==> src/rtl/jbt_pkg.sv <==
// ----------------------------------------------------------------------------
// jbt_pkg
// Shared types and constants of the JSON byte tokenizer.
// ----------------------------------------------------------------------------
`default_nettype none

package jbt_pkg;

	typedef enum logic [4:0] {
		MODE_BETWEEN = 5'b00001,
		MODE_STRING  = 5'b00010,
		MODE_ESCAPE  = 5'b00100,
		MODE_NUMBER  = 5'b01000,
		MODE_LITERAL = 5'b10000
	} mode_t;

	typedef enum logic [3:0] {
		KIND_CHAR    = 4'd0,
		KIND_LBRACK  = 4'd1,
		KIND_RBRACK  = 4'd2,
		KIND_LBRACE  = 4'd3,
		KIND_RBRACE  = 4'd4,
		KIND_COMMA   = 4'd5,
		KIND_COLON   = 4'd6,
		KIND_STRING  = 4'd7,
		KIND_NUMBER  = 4'd8,
		KIND_TRUE    = 4'd9,
		KIND_FALSE   = 4'd10,
		KIND_NULL    = 4'd11,
		KIND_ERROR   = 4'd12
	} kind_t;

	localparam logic [1:0] PFX_NONE  = 2'd0;
	localparam logic [1:0] PFX_MINUS = 2'd1;
	localparam logic [1:0] PFX_POINT = 2'd2;
	localparam logic [1:0] PFX_VALID = 2'd3;

	localparam logic [1:0] LIT_NONE  = 2'd0;
	localparam logic [1:0] LIT_TRUE  = 2'd1;
	localparam logic [1:0] LIT_FALSE = 2'd2;
	localparam logic [1:0] LIT_NULL  = 2'd3;

	typedef struct packed {
		mode_t      mode;
		logic [1:0] prefix;
		logic [1:0] lmatch;
	} lex_state_t;

	typedef struct packed {
		kind_t      kind;
		logic [7:0] text_char;
		logic [5:0] text_length;
		logic       last;
	} token_t;

	localparam int QUEUE_DEPTH = 4;
	localparam int Q_PTR_W     = $clog2(QUEUE_DEPTH);
	localparam int Q_CNT_W     = $clog2(QUEUE_DEPTH + 1);

endpackage

`default_nettype wire

==> src/rtl/jbt_byte_if.sv <==
// ----------------------------------------------------------------------------
// jbt_byte_if
// Byte input channel: one JSON text byte per transaction.
// ----------------------------------------------------------------------------
`default_nettype none

interface jbt_byte_if;
	logic       valid;
	logic       ready;
	logic [7:0] in_byte;

	modport source (output valid, output in_byte, input ready);
	modport sink (input valid, input in_byte, output ready);
endinterface

`default_nettype wire

==> src/rtl/jbt_token_if.sv <==
// ----------------------------------------------------------------------------
// jbt_token_if
// Token output channel: one result per transaction.
// ----------------------------------------------------------------------------
`default_nettype none

interface jbt_token_if;
	logic       valid;
	logic       ready;
	logic [3:0] kind;
	logic [7:0] text_char;
	logic [5:0] text_length;
	logic       last;

	modport source (output valid, output kind, output text_char, output text_length,
		output last, input ready);
	modport sink (input valid, input kind, input text_char, input text_length,
		input last, output ready);
endinterface

`default_nettype wire

==> src/rtl/json_byte_tokenizer_unit.sv <==
// ----------------------------------------------------------------------------
// json_byte_tokenizer_unit
// Streaming JSON lexer. Takes one byte of JSON text per transaction and gives
// one result per transaction: structural tokens, each decoded string, number
// or literal character as it arrives, and an end-of-token result with the
// character count for strings, numbers, true, false and null, or an error.
// A byte that ends a number or literal can give two results; the final result
// of each byte carries last. A byte is taken every cycle while the queue has
// room: it is registered, decoded combinationally against the lexer state,
// and its results enter a four-entry queue that hands out one result per
// cycle while the output is ready. Apart from a stalled output, only runs of
// bytes that give two results each hold the input back, at the queue's
// one-result-per-cycle drain.
// ----------------------------------------------------------------------------
`default_nettype none

module json_byte_tokenizer_unit #(
	parameter int TOKEN_MAX = 64
) (
	input  wire logic   clk,
	input  wire logic   arst_n,
	jbt_byte_if.sink    text,
	jbt_token_if.source token
);
	import jbt_pkg::*;

	localparam int LEN_W = $clog2(TOKEN_MAX);

	logic             valid_s1;
	logic [7:0]       byte_s1;
	lex_state_t       state_q;
	logic [LEN_W-1:0] len_q;
	lex_state_t       nxt_state;
	logic [LEN_W-1:0] nxt_len;
	token_t           res0;
	token_t           res1;
	logic [1:0]       cnt;
	logic             room;
	logic             advance;

	assign advance    = valid_s1 && room;
	assign text.ready = !valid_s1 || room;

	always_ff @(posedge clk or negedge arst_n) begin
		if (!arst_n) begin
			valid_s1 <= 1'b0;
		end else if (text.ready) begin
			valid_s1 <= text.valid;
		end
	end

	always_ff @(posedge clk) begin
		if (text.valid && text.ready) begin
			byte_s1 <= text.in_byte;
		end
	end

	always_ff @(posedge clk or negedge arst_n) begin
		if (!arst_n) begin
			state_q.mode   <= MODE_BETWEEN;
			state_q.prefix <= PFX_NONE;
			state_q.lmatch <= LIT_NONE;
			len_q          <= '0;
		end else if (advance) begin
			state_q <= nxt_state;
			len_q   <= nxt_len;
		end
	end

	jbt_decode #(
		.TOKEN_MAX(TOKEN_MAX)
	) u_decode (
		.in_byte   (byte_s1),
		.state     (state_q),
		.len       (len_q),
		.nxt_state (nxt_state),
		.nxt_len   (nxt_len),
		.res0      (res0),
		.res1      (res1),
		.cnt       (cnt)
	);

	jbt_token_queue u_queue (
		.clk      (clk),
		.arst_n   (arst_n),
		.push_cnt (advance ? cnt : 2'd0),
		.push0    (res0),
		.push1    (res1),
		.room     (room),
		.token    (token)
	);

`ifndef SYNTHESIS
	a_two_only_at_end: assert property (@(posedge clk) disable iff (!arst_n)
		advance && cnt == 2'd2 |->
			state_q.mode == MODE_NUMBER || state_q.mode == MODE_LITERAL)
		else $error("two results from a byte outside a number or literal");

	a_string_error_between: assert property (@(posedge clk) disable iff (!arst_n)
		advance && res0.kind == KIND_ERROR &&
			(state_q.mode == MODE_STRING || state_q.mode == MODE_ESCAPE) |=>
			state_q.mode == MODE_BETWEEN)
		else $error("string error did not return to between tokens");

	a_char_counts: assert property (@(posedge clk) disable iff (!arst_n)
		advance && cnt != 2'd0 && res0.kind == KIND_CHAR |=> len_q != '0)
		else $error("character taken without token length");
`endif

endmodule

`default_nettype wire

==> src/rtl/jbt_decode.sv <==
// ----------------------------------------------------------------------------
// jbt_decode
// Lexer step: from the current state and one byte, the next state and up to
// two results.
// ----------------------------------------------------------------------------
`default_nettype none

module jbt_decode #(
	parameter int TOKEN_MAX = 64
) (
	input  wire logic [7:0]                  in_byte,
	input  wire jbt_pkg::lex_state_t         state,
	input  wire logic [$clog2(TOKEN_MAX)-1:0] len,
	output jbt_pkg::lex_state_t              nxt_state,
	output logic [$clog2(TOKEN_MAX)-1:0]     nxt_len,
	output jbt_pkg::token_t                  res0,
	output jbt_pkg::token_t                  res1,
	output logic [1:0]                       cnt
);
	import jbt_pkg::*;

	localparam int LEN_W = $clog2(TOKEN_MAX);
	localparam logic [LEN_W:0] LEN_LIMIT = (LEN_W+1)'(TOKEN_MAX);

	localparam logic [7:0] C_SPACE  = 8'h20;
	localparam logic [7:0] C_TAB    = 8'h09;
	localparam logic [7:0] C_LF     = 8'h0a;
	localparam logic [7:0] C_CR     = 8'h0d;
	localparam logic [7:0] C_LBRACK = 8'h5b;
	localparam logic [7:0] C_RBRACK = 8'h5d;
	localparam logic [7:0] C_LBRACE = 8'h7b;
	localparam logic [7:0] C_RBRACE = 8'h7d;
	localparam logic [7:0] C_COMMA  = 8'h2c;
	localparam logic [7:0] C_COLON  = 8'h3a;
	localparam logic [7:0] C_QUOTE  = 8'h22;
	localparam logic [7:0] C_BSLASH = 8'h5c;
	localparam logic [7:0] C_SLASH  = 8'h2f;
	localparam logic [7:0] C_MINUS  = 8'h2d;
	localparam logic [7:0] C_PLUS   = 8'h2b;
	localparam logic [7:0] C_POINT  = 8'h2e;

	function automatic logic is_digit(input logic [7:0] c);
		return c >= "0" && c <= "9";
	endfunction

	function automatic logic is_alpha(input logic [7:0] c);
		return (c >= "a" && c <= "z") || (c >= "A" && c <= "Z");
	endfunction

	function automatic logic is_num_char(input logic [7:0] c);
		return is_digit(c) || c == C_MINUS || c == C_PLUS || c == C_POINT ||
			c == "e" || c == "E";
	endfunction

	// {valid, decoded character}
	function automatic logic [8:0] esc_decode(input logic [7:0] c);
		logic [8:0] r;
		case (c)
			C_QUOTE:  r = {1'b1, C_QUOTE};
			C_BSLASH: r = {1'b1, C_BSLASH};
			C_SLASH:  r = {1'b1, C_SLASH};
			"b":      r = {1'b1, 8'h08};
			"f":      r = {1'b1, 8'h0c};
			"n":      r = {1'b1, C_LF};
			"r":      r = {1'b1, C_CR};
			"t":      r = {1'b1, C_TAB};
			default:  r = 9'd0;
		endcase
		return r;
	endfunction

	function automatic logic [2:0] word_len(input logic [1:0] w);
		logic [2:0] r;
		case (w)
			2'd0:    r = 3'd4;
			2'd1:    r = 3'd5;
			2'd2:    r = 3'd4;
			default: r = 3'd0;
		endcase
		return r;
	endfunction

	function automatic logic [7:0] word_char(input logic [1:0] w, input logic [2:0] i);
		logic [7:0] r;
		case ({w, i})
			5'b00_000: r = "t";
			5'b00_001: r = "r";
			5'b00_010: r = "u";
			5'b00_011: r = "e";
			5'b01_000: r = "f";
			5'b01_001: r = "a";
			5'b01_010: r = "l";
			5'b01_011: r = "s";
			5'b01_100: r = "e";
			5'b10_000: r = "n";
			5'b10_001: r = "u";
			5'b10_010: r = "l";
			5'b10_011: r = "l";
			default:   r = 8'h00;
		endcase
		return r;
	endfunction

	logic [8:0]       len9;
	logic [LEN_W:0]   len_inc;
	logic             ovf;
	logic [5:0]       len_out;
	logic [8:0]       esc;
	logic [7:0]       tk_char;
	token_t           tk_res;
	logic [LEN_W-1:0] tk_len;
	logic [1:0]       lm_w;
	logic             bw_emit;
	token_t           bw_res;
	lex_state_t       bw_state;
	logic [LEN_W-1:0] bw_len;

	assign len9    = 9'(len);
	assign len_inc = {1'b0, len} + (LEN_W+1)'(1);
	assign ovf     = len_inc >= LEN_LIMIT;
	assign len_out = (len9 > 9'd63) ? 6'd63 : len9[5:0];
	assign esc     = esc_decode(in_byte);
	assign tk_char = (state.mode == MODE_ESCAPE) ? esc[7:0] : in_byte;
	assign lm_w    = state.lmatch - 2'd1;

	always_comb begin
		tk_res = '0;
		if (ovf) begin
			tk_res.kind = KIND_ERROR;
			tk_len      = len;
		end else begin
			tk_res.kind      = KIND_CHAR;
			tk_res.text_char = tk_char;
			tk_len           = len_inc[LEN_W-1:0];
		end
	end

	always_comb begin
		bw_emit        = 1'b0;
		bw_res         = '0;
		bw_state       = state;
		bw_state.mode  = MODE_BETWEEN;
		bw_len         = len;
		case (in_byte)
			C_SPACE, C_TAB, C_LF, C_CR: begin
			end
			C_LBRACK: begin
				bw_emit     = 1'b1;
				bw_res.kind = KIND_LBRACK;
			end
			C_RBRACK: begin
				bw_emit     = 1'b1;
				bw_res.kind = KIND_RBRACK;
			end
			C_LBRACE: begin
				bw_emit     = 1'b1;
				bw_res.kind = KIND_LBRACE;
			end
			C_RBRACE: begin
				bw_emit     = 1'b1;
				bw_res.kind = KIND_RBRACE;
			end
			C_COMMA: begin
				bw_emit     = 1'b1;
				bw_res.kind = KIND_COMMA;
			end
			C_COLON: begin
				bw_emit     = 1'b1;
				bw_res.kind = KIND_COLON;
			end
			C_QUOTE: begin
				bw_state.mode = MODE_STRING;
				bw_len        = '0;
			end
			default: begin
				bw_emit = 1'b1;
				if (in_byte == C_MINUS || is_digit(in_byte)) begin
					bw_state.mode    = MODE_NUMBER;
					bw_state.prefix  = is_digit(in_byte) ? PFX_VALID : PFX_MINUS;
					bw_len           = LEN_W'(1);
					bw_res.kind      = KIND_CHAR;
					bw_res.text_char = in_byte;
				end else if (is_alpha(in_byte)) begin
					bw_state.mode    = MODE_LITERAL;
					bw_state.lmatch  = (in_byte == "t") ? LIT_TRUE :
						(in_byte == "f") ? LIT_FALSE :
						(in_byte == "n") ? LIT_NULL : LIT_NONE;
					bw_len           = LEN_W'(1);
					bw_res.kind      = KIND_CHAR;
					bw_res.text_char = in_byte;
				end else begin
					bw_res.kind = KIND_ERROR;
				end
			end
		endcase
	end

	always_comb begin
		nxt_state = state;
		nxt_len   = len;
		res0      = '0;
		res1      = '0;
		cnt       = 2'd0;
		case (state.mode)
			MODE_STRING: begin
				if (in_byte == C_BSLASH) begin
					nxt_state.mode = MODE_ESCAPE;
				end else if (in_byte == C_QUOTE) begin
					nxt_state.mode   = MODE_BETWEEN;
					res0.kind        = KIND_STRING;
					res0.text_length = len_out;
					cnt              = 2'd1;
				end else begin
					res0    = tk_res;
					nxt_len = tk_len;
					cnt     = 2'd1;
					if (ovf) begin
						nxt_state.mode = MODE_BETWEEN;
					end
				end
			end
			MODE_ESCAPE: begin
				cnt = 2'd1;
				if (esc[8]) begin
					res0           = tk_res;
					nxt_len        = tk_len;
					nxt_state.mode = ovf ? MODE_BETWEEN : MODE_STRING;
				end else begin
					nxt_state.mode = MODE_BETWEEN;
					res0.kind      = KIND_ERROR;
				end
			end
			MODE_NUMBER: begin
				if (is_num_char(in_byte)) begin
					if (state.prefix == PFX_MINUS) begin
						nxt_state.prefix = is_digit(in_byte) ? PFX_VALID :
							(in_byte == C_POINT) ? PFX_POINT : PFX_NONE;
					end else if (state.prefix == PFX_POINT) begin
						nxt_state.prefix = is_digit(in_byte) ? PFX_VALID : PFX_NONE;
					end
					res0    = tk_res;
					nxt_len = tk_len;
					cnt     = 2'd1;
					if (ovf) begin
						nxt_state.mode = MODE_BETWEEN;
					end
				end else begin
					if (state.prefix == PFX_VALID && len9 != 9'd0) begin
						res0.kind        = KIND_NUMBER;
						res0.text_length = len_out;
					end else begin
						res0.kind = KIND_ERROR;
					end
					res1      = bw_res;
					cnt       = bw_emit ? 2'd2 : 2'd1;
					nxt_state = bw_state;
					nxt_len   = bw_len;
				end
			end
			MODE_LITERAL: begin
				if (is_alpha(in_byte)) begin
					if (state.lmatch != LIT_NONE) begin
						if (len9 >= 9'(word_len(lm_w)) ||
							word_char(lm_w, len9[2:0]) != in_byte) begin
							nxt_state.lmatch = LIT_NONE;
						end
					end
					res0    = tk_res;
					nxt_len = tk_len;
					cnt     = 2'd1;
					if (ovf) begin
						nxt_state.mode = MODE_BETWEEN;
					end
				end else begin
					if (state.lmatch != LIT_NONE && len9 == 9'(word_len(lm_w))) begin
						res0.kind        = kind_t'(KIND_TRUE + 4'(lm_w));
						res0.text_length = len_out;
					end else begin
						res0.kind = KIND_ERROR;
					end
					res1      = bw_res;
					cnt       = bw_emit ? 2'd2 : 2'd1;
					nxt_state = bw_state;
					nxt_len   = bw_len;
				end
			end
			default: begin
				res0      = bw_res;
				cnt       = bw_emit ? 2'd1 : 2'd0;
				nxt_state = bw_state;
				nxt_len   = bw_len;
			end
		endcase
		if (cnt == 2'd2) begin
			res1.last = 1'b1;
		end else begin
			res0.last = 1'b1;
		end
	end

endmodule

`default_nettype wire

==> src/rtl/jbt_token_queue.sv <==
// ----------------------------------------------------------------------------
// jbt_token_queue
// Small result queue: up to two results in per cycle, one out when ready.
// ----------------------------------------------------------------------------
`default_nettype none

module jbt_token_queue (
	input  wire logic            clk,
	input  wire logic            arst_n,
	input  wire logic [1:0]      push_cnt,
	input  wire jbt_pkg::token_t push0,
	input  wire jbt_pkg::token_t push1,
	output logic                 room,
	jbt_token_if.source          token
);
	import jbt_pkg::*;

	token_t             mem_q [QUEUE_DEPTH];
	logic [Q_PTR_W-1:0] wr_ptr_q;
	logic [Q_PTR_W-1:0] rd_ptr_q;
	logic [Q_CNT_W-1:0] count_q;
	logic               pop;
	token_t             head;

	assign pop  = token.valid && token.ready;
	assign room = count_q <= Q_CNT_W'(QUEUE_DEPTH - 2);
	assign head = mem_q[rd_ptr_q];

	assign token.valid       = count_q != '0;
	assign token.kind        = head.kind;
	assign token.text_char   = head.text_char;
	assign token.text_length = head.text_length;
	assign token.last        = head.last;

	always_ff @(posedge clk) begin
		if (push_cnt != 2'd0) begin
			mem_q[wr_ptr_q] <= push0;
		end
		if (push_cnt == 2'd2) begin
			mem_q[wr_ptr_q + Q_PTR_W'(1)] <= push1;
		end
	end

	always_ff @(posedge clk or negedge arst_n) begin
		if (!arst_n) begin
			wr_ptr_q <= '0;
			rd_ptr_q <= '0;
			count_q  <= '0;
		end else begin
			wr_ptr_q <= wr_ptr_q + Q_PTR_W'(push_cnt);
			rd_ptr_q <= rd_ptr_q + Q_PTR_W'(pop);
			count_q  <= count_q + Q_CNT_W'(push_cnt) - Q_CNT_W'(pop);
		end
	end

endmodule

`default_nettype wire

==> src/flat_wrapper.sv <==
// flat-port wrapper written by rule: the top's interface ports become plain ports
module json_byte_tokenizer_unit_flat import jbt_pkg::*;
#(
	parameter int TOKEN_MAX = 64
)
  (clk, arst_n, text_valid, text_in_byte, text_ready, token_valid, token_kind, token_text_char, token_text_length, token_last, token_ready);
  jbt_byte_if text_i ();
  jbt_token_if token_i ();
  input  wire logic clk;
  input  wire logic arst_n;
  input wire logic [$bits(text_i.valid)-1:0] text_valid;
  input wire logic [$bits(text_i.in_byte)-1:0] text_in_byte;
  output wire logic [$bits(text_i.ready)-1:0] text_ready;
  output wire logic [$bits(token_i.valid)-1:0] token_valid;
  output wire logic [$bits(token_i.kind)-1:0] token_kind;
  output wire logic [$bits(token_i.text_char)-1:0] token_text_char;
  output wire logic [$bits(token_i.text_length)-1:0] token_text_length;
  output wire logic [$bits(token_i.last)-1:0] token_last;
  input wire logic [$bits(token_i.ready)-1:0] token_ready;
  assign text_i.valid = text_valid;
  assign text_i.in_byte = text_in_byte;
  assign text_ready = text_i.ready;
  assign token_valid = token_i.valid;
  assign token_kind = token_i.kind;
  assign token_text_char = token_i.text_char;
  assign token_text_length = token_i.text_length;
  assign token_last = token_i.last;
  assign token_i.ready = token_ready;
  json_byte_tokenizer_unit #(.TOKEN_MAX(TOKEN_MAX)) u_core (.clk(clk), .arst_n(arst_n), .text(text_i), .token(token_i));
endmodule
==> config.mk <==
export PLATFORM = sky130hd
export DESIGN_NAME = json_byte_tokenizer_unit_flat
export DESIGN_NICKNAME = d
export VERILOG_FILES = /design/src/rtl/jbt_pkg.sv /design/src/rtl/jbt_byte_if.sv /design/src/rtl/jbt_token_if.sv /design/src/rtl/json_byte_tokenizer_unit.sv /design/src/rtl/jbt_decode.sv /design/src/rtl/jbt_token_queue.sv /design/src/flat_wrapper.sv
export SDC_FILE = /design/constraint.sdc
export NUM_CORES = 1
export LEC_CHECK = 0
export ABC_AREA = 1
export BUFFER_PORTS_ARGS = -buffer_cell sky130_fd_sc_hd__buf_4
export CAP_MARGIN = 20
export CORE_MARGIN = 3
export CORE_UTILIZATION = 40
export DETAILED_ROUTE_END_ITERATION = 8
export GPL_ROUTABILITY_DRIVEN = 0
export PLACE_DENSITY = 0.59
export SLEW_MARGIN = 10
export SYNTH_ARGS = -nofsm -noshare
export SYNTH_HDL_FRONTEND = slang
export SYNTH_SLANG_ARGS = --single-unit
export TNS_END_PERCENT = 1
==> constraint.sdc <==
create_clock -name clk -period 2.35 [get_ports clk]
set_input_delay 0.3525 -clock clk [delete_from_list [all_inputs] [get_ports clk]]
set_output_delay 0.3525 -clock clk [all_outputs]
set_load 0.005 [all_outputs]
==> results_dict.tcl <==
set metrics [dict create \
    outcome "finished with violations" \
    violations "negative setup slack" \
    cp.arrival_ps 2770 \
    synth_top_cells_by_count "nand2_1 (243), nor2_1 (122), nand3_1 (113)" \
    cts_tree "yes" \
    firstDrtPassIters 5 \
    grt_usage_pct 23.9 \
    wl_um 21700 \
    finalSetupViolCount 111 \
    antenna_found_initial 0 \
    start_kind "flip-flop" \
    ys_seq_elements 107 \
    area.growth.synth_to_final_pct 30.9 \
    drive_above_1_share_pct 26.1 \
    report.final.hold_viol_count 0 \
    grt_pass1_wl_um 35600 \
    die_x_um 138 \
    initial_core_util_pct 41.3 \
    ys_types 44 \
    clock-sinks 107 \
    p_leak_nw 4.28 \
    clk_latency_ps 360 \
    cp_max_fo 4 \
    clock_path_buffers 2 \
    grt_start_max_net_pins 40 \
    ctsHtreeMaxLevel 3 \
    yosysWarnings 0 \
    synth_most_common_cell "nand2_1" \
    wire_per_inst_um 16.1 \
    ant_nets 0 \
    yosys.area.top_type "edfxtp_1" \
    r2r_setup_slack_ps -180 \
    grt_pass1_vias 6766 \
    clk_pin_slew_ps 80 \
    fillers 1672 \
    multiInputGateArea_um2 3800 \
    core_area_um2 16800 \
    place_area_um2 8460 \
    ys_seq_area_share_pct 41.1 \
    synth_area_leaders "edfxtp_1 (26%), nand2_1 (13%), nand3_1 (8.1%)" \
    cp-end-kind "flip-flop" \
    fin_area_um2 9100 \
    syn_avg_cell_area_um2 7.27 \
    cts_made_buffers 9 \
    drc_errors 0 \
    via_per_inst 5.33 \
    nets 1152 \
    post-route-util_pct 54.1 \
    worst-setup-path-type "flip-flop to flip-flop" \
    grt_overflow 0 \
    synth_ff_type "edfxtp_1" \
    io_buffers 32 \
    root_buffer "clkbuf_16" \
    vias 7183 \
    syn_nets 986 \
    fin_skew_ps 9.76 \
    cp.required_ps 2590 \
    drv_slew 0 \
    diodes 0 \
    setup_slack_ps -182 \
    grt_setup_unrepaired "true" \
    rows 47 \
    fin_crit_sh_pct 108 \
    async_flop_share_pct 21.5 \
    synth-edff-count 60 \
    netlist_area_um2 6950 \
    final.setup.tns_ps -5180 \
    slew-limit-headroom_pct 66.0 \
    hp-class "primary input to flip-flop" \
    finalPower_mw 10.3 \
    postSynthCellCount 956 \
    powerDensity_nw_per_um2 1130 \
    die_y_um 138 \
    max_cap_viol_count 0 \
    ios 33 \
    hpwl_um 16500 \
    fin_crit_ps 2530 \
    dieArea_um2 19000 \
    ff_latch_area_um2 2860 \
    tightest_slew_ps 506 \
    fmax_mhz 395 \
    preCtsSetupSlack_ps -214 \
    synth_top_area_share_pct 25.9 \
    first_iter_violations 728 \
    ir_worst_vdd_uv 522 \
]
==> through the flow <==
| step | cells | hold WS, ps |
|---|---|---|
| 2_1_floorplan | 956 | 56.9 |
| 3_3_place_gp | 1315 | 268 |
| 3_5_place_dp | 1315 | 267 |
| 4_1_cts | 1338 | 152 |
| 5_1_grt | 1347 | 150 |
| 6_report | 1347 | 166 |
==> registers in the layout (all words and copies together) (netlist names) <==
name	flops
u_core.u_queue.mem_q	76
u_core.u_queue.rd_ptr_q	2
u_core.byte_s1	8
u_core.u_queue.count_q	3
u_core.valid_s1	1
u_core.u_queue.wr_ptr_q	2
u_core.len_q	6
u_core.state_q	9
==> report_power, final <==
| part | internal, mW | total, mW | switching, mW |
|---|---|---|---|
| logic | 2.46 | 5.82 | 3.37 |
| registers | 2.62 | 2.88 | 0.261 |
| clock network | 0.806 | 1.55 | 0.741 |
| total | 5.88 | 10.3 | 4.37 |
==> path summary, 6_finish.rpt <==
path,cells past startpoint,start,to
max reg2reg,16,u_core.byte_s1[1]$_DFFE_PP_,u_core.u_queue.count_q[2]$_DFF_PN0_
max,16,u_core.byte_s1[1]$_DFFE_PP_,u_core.u_queue.count_q[2]$_DFF_PN0_
max in group asynchronous,2,arst_n,u_core.state_q[4]$_DFFE_PN1P_
min,1,text_in_byte[7],u_core.byte_s1[7]$_DFFE_PP_
min in group asynchronous,2,arst_n,u_core.state_q[3]$_DFFE_PN0P_
min reg2reg,2,u_core.u_queue.mem_q[2][1]$_SDFFE_PP0P_,u_core.u_queue.mem_q[2][1]$_SDFFE_PP0P_
==> placed cells by master (no fill, tap or decap), types with 2 or more instances in the layout <==
cell type	count
a21oi_1	31
a21oi_2	2
a31oi_1	6
buf_12	5
buf_4	187
buf_6	3
clkbuf_16	10
clkinv_1	3
clkinv_2	2
dfrtp_1	22
dfxtp_1	24
edfxtp_1	60
ha_1	15
ha_4	2
inv_1	66
inv_2	8
inv_4	4
inv_6	2
inv_8	2
nand2_1	223
nand2_2	24
nand2_4	7
nand3_1	109
nand3_2	5
nand3b_1	6
nand4_1	18
nor2_1	109
nor2_2	12
nor2_4	7
nor3_1	11
o2111ai_1	2
o211ai_1	6
o21a_1	2
o21ai_0	65
o21ai_1	3
o22ai_1	36
o22ai_2	5
xor2_1	8
==> cells by family after synthesis <==
kind of cell               Yosys count  share of synthesized area [%]
AOI/OAI and AO/OA                  164                           13.3
xor gates and xnor gates             9                           1.13
adders and majority gates           18                           3.35
buffers and inverters              122                           7.43
DFF                                107                           41.1
and+or+nand+nor                    536                           33.6
==> cell type report <==
cell class                      count  share of cell area [%]
Clock inverter                      6                   0.564
Timing Repair Buffer              196                    17.0
Sequential cell                   107                    31.4
Clock buffer                       10                    2.75
Multi-Input combinational cell    727                    41.8
Tap cell                          220                    3.03
Inverter                           81                    3.44
==> layer usage <==
metal,track usage [%],wire [µm],up-vias
li1,-,-,3590
met3,4.02,1130,30
met4,7.08,416,0
met2,38.6,10200,238
met5,0,0,-
met1,33.0,9890,3325
==> repair_timing <==
action / in CTS / in global routing
buffers inserted: 6 / 9
setup endpoints to repair: 79 / 142
hold buffers: 1 / 0
hold endpoints to repair: 22 / 0
resized for setup: 28 / 37
pin swaps: 5 / 12
==> critical path, stage by stage (launching register included) <==
cell	delay, ps
edfxtp_1	460
buf_4	180
inv_2	80
nand2_1	100
nor2_2	170
nand2_4	100
nand2_4	80
inv_4	40
nand3_4	60
nand2_4	60
nand2_4	70
inv_4	40
nand2_4	60
ha_4	200
fa_2	400
xnor2_2	150
xor2_1	160
(Power assumes the default switching activity.)
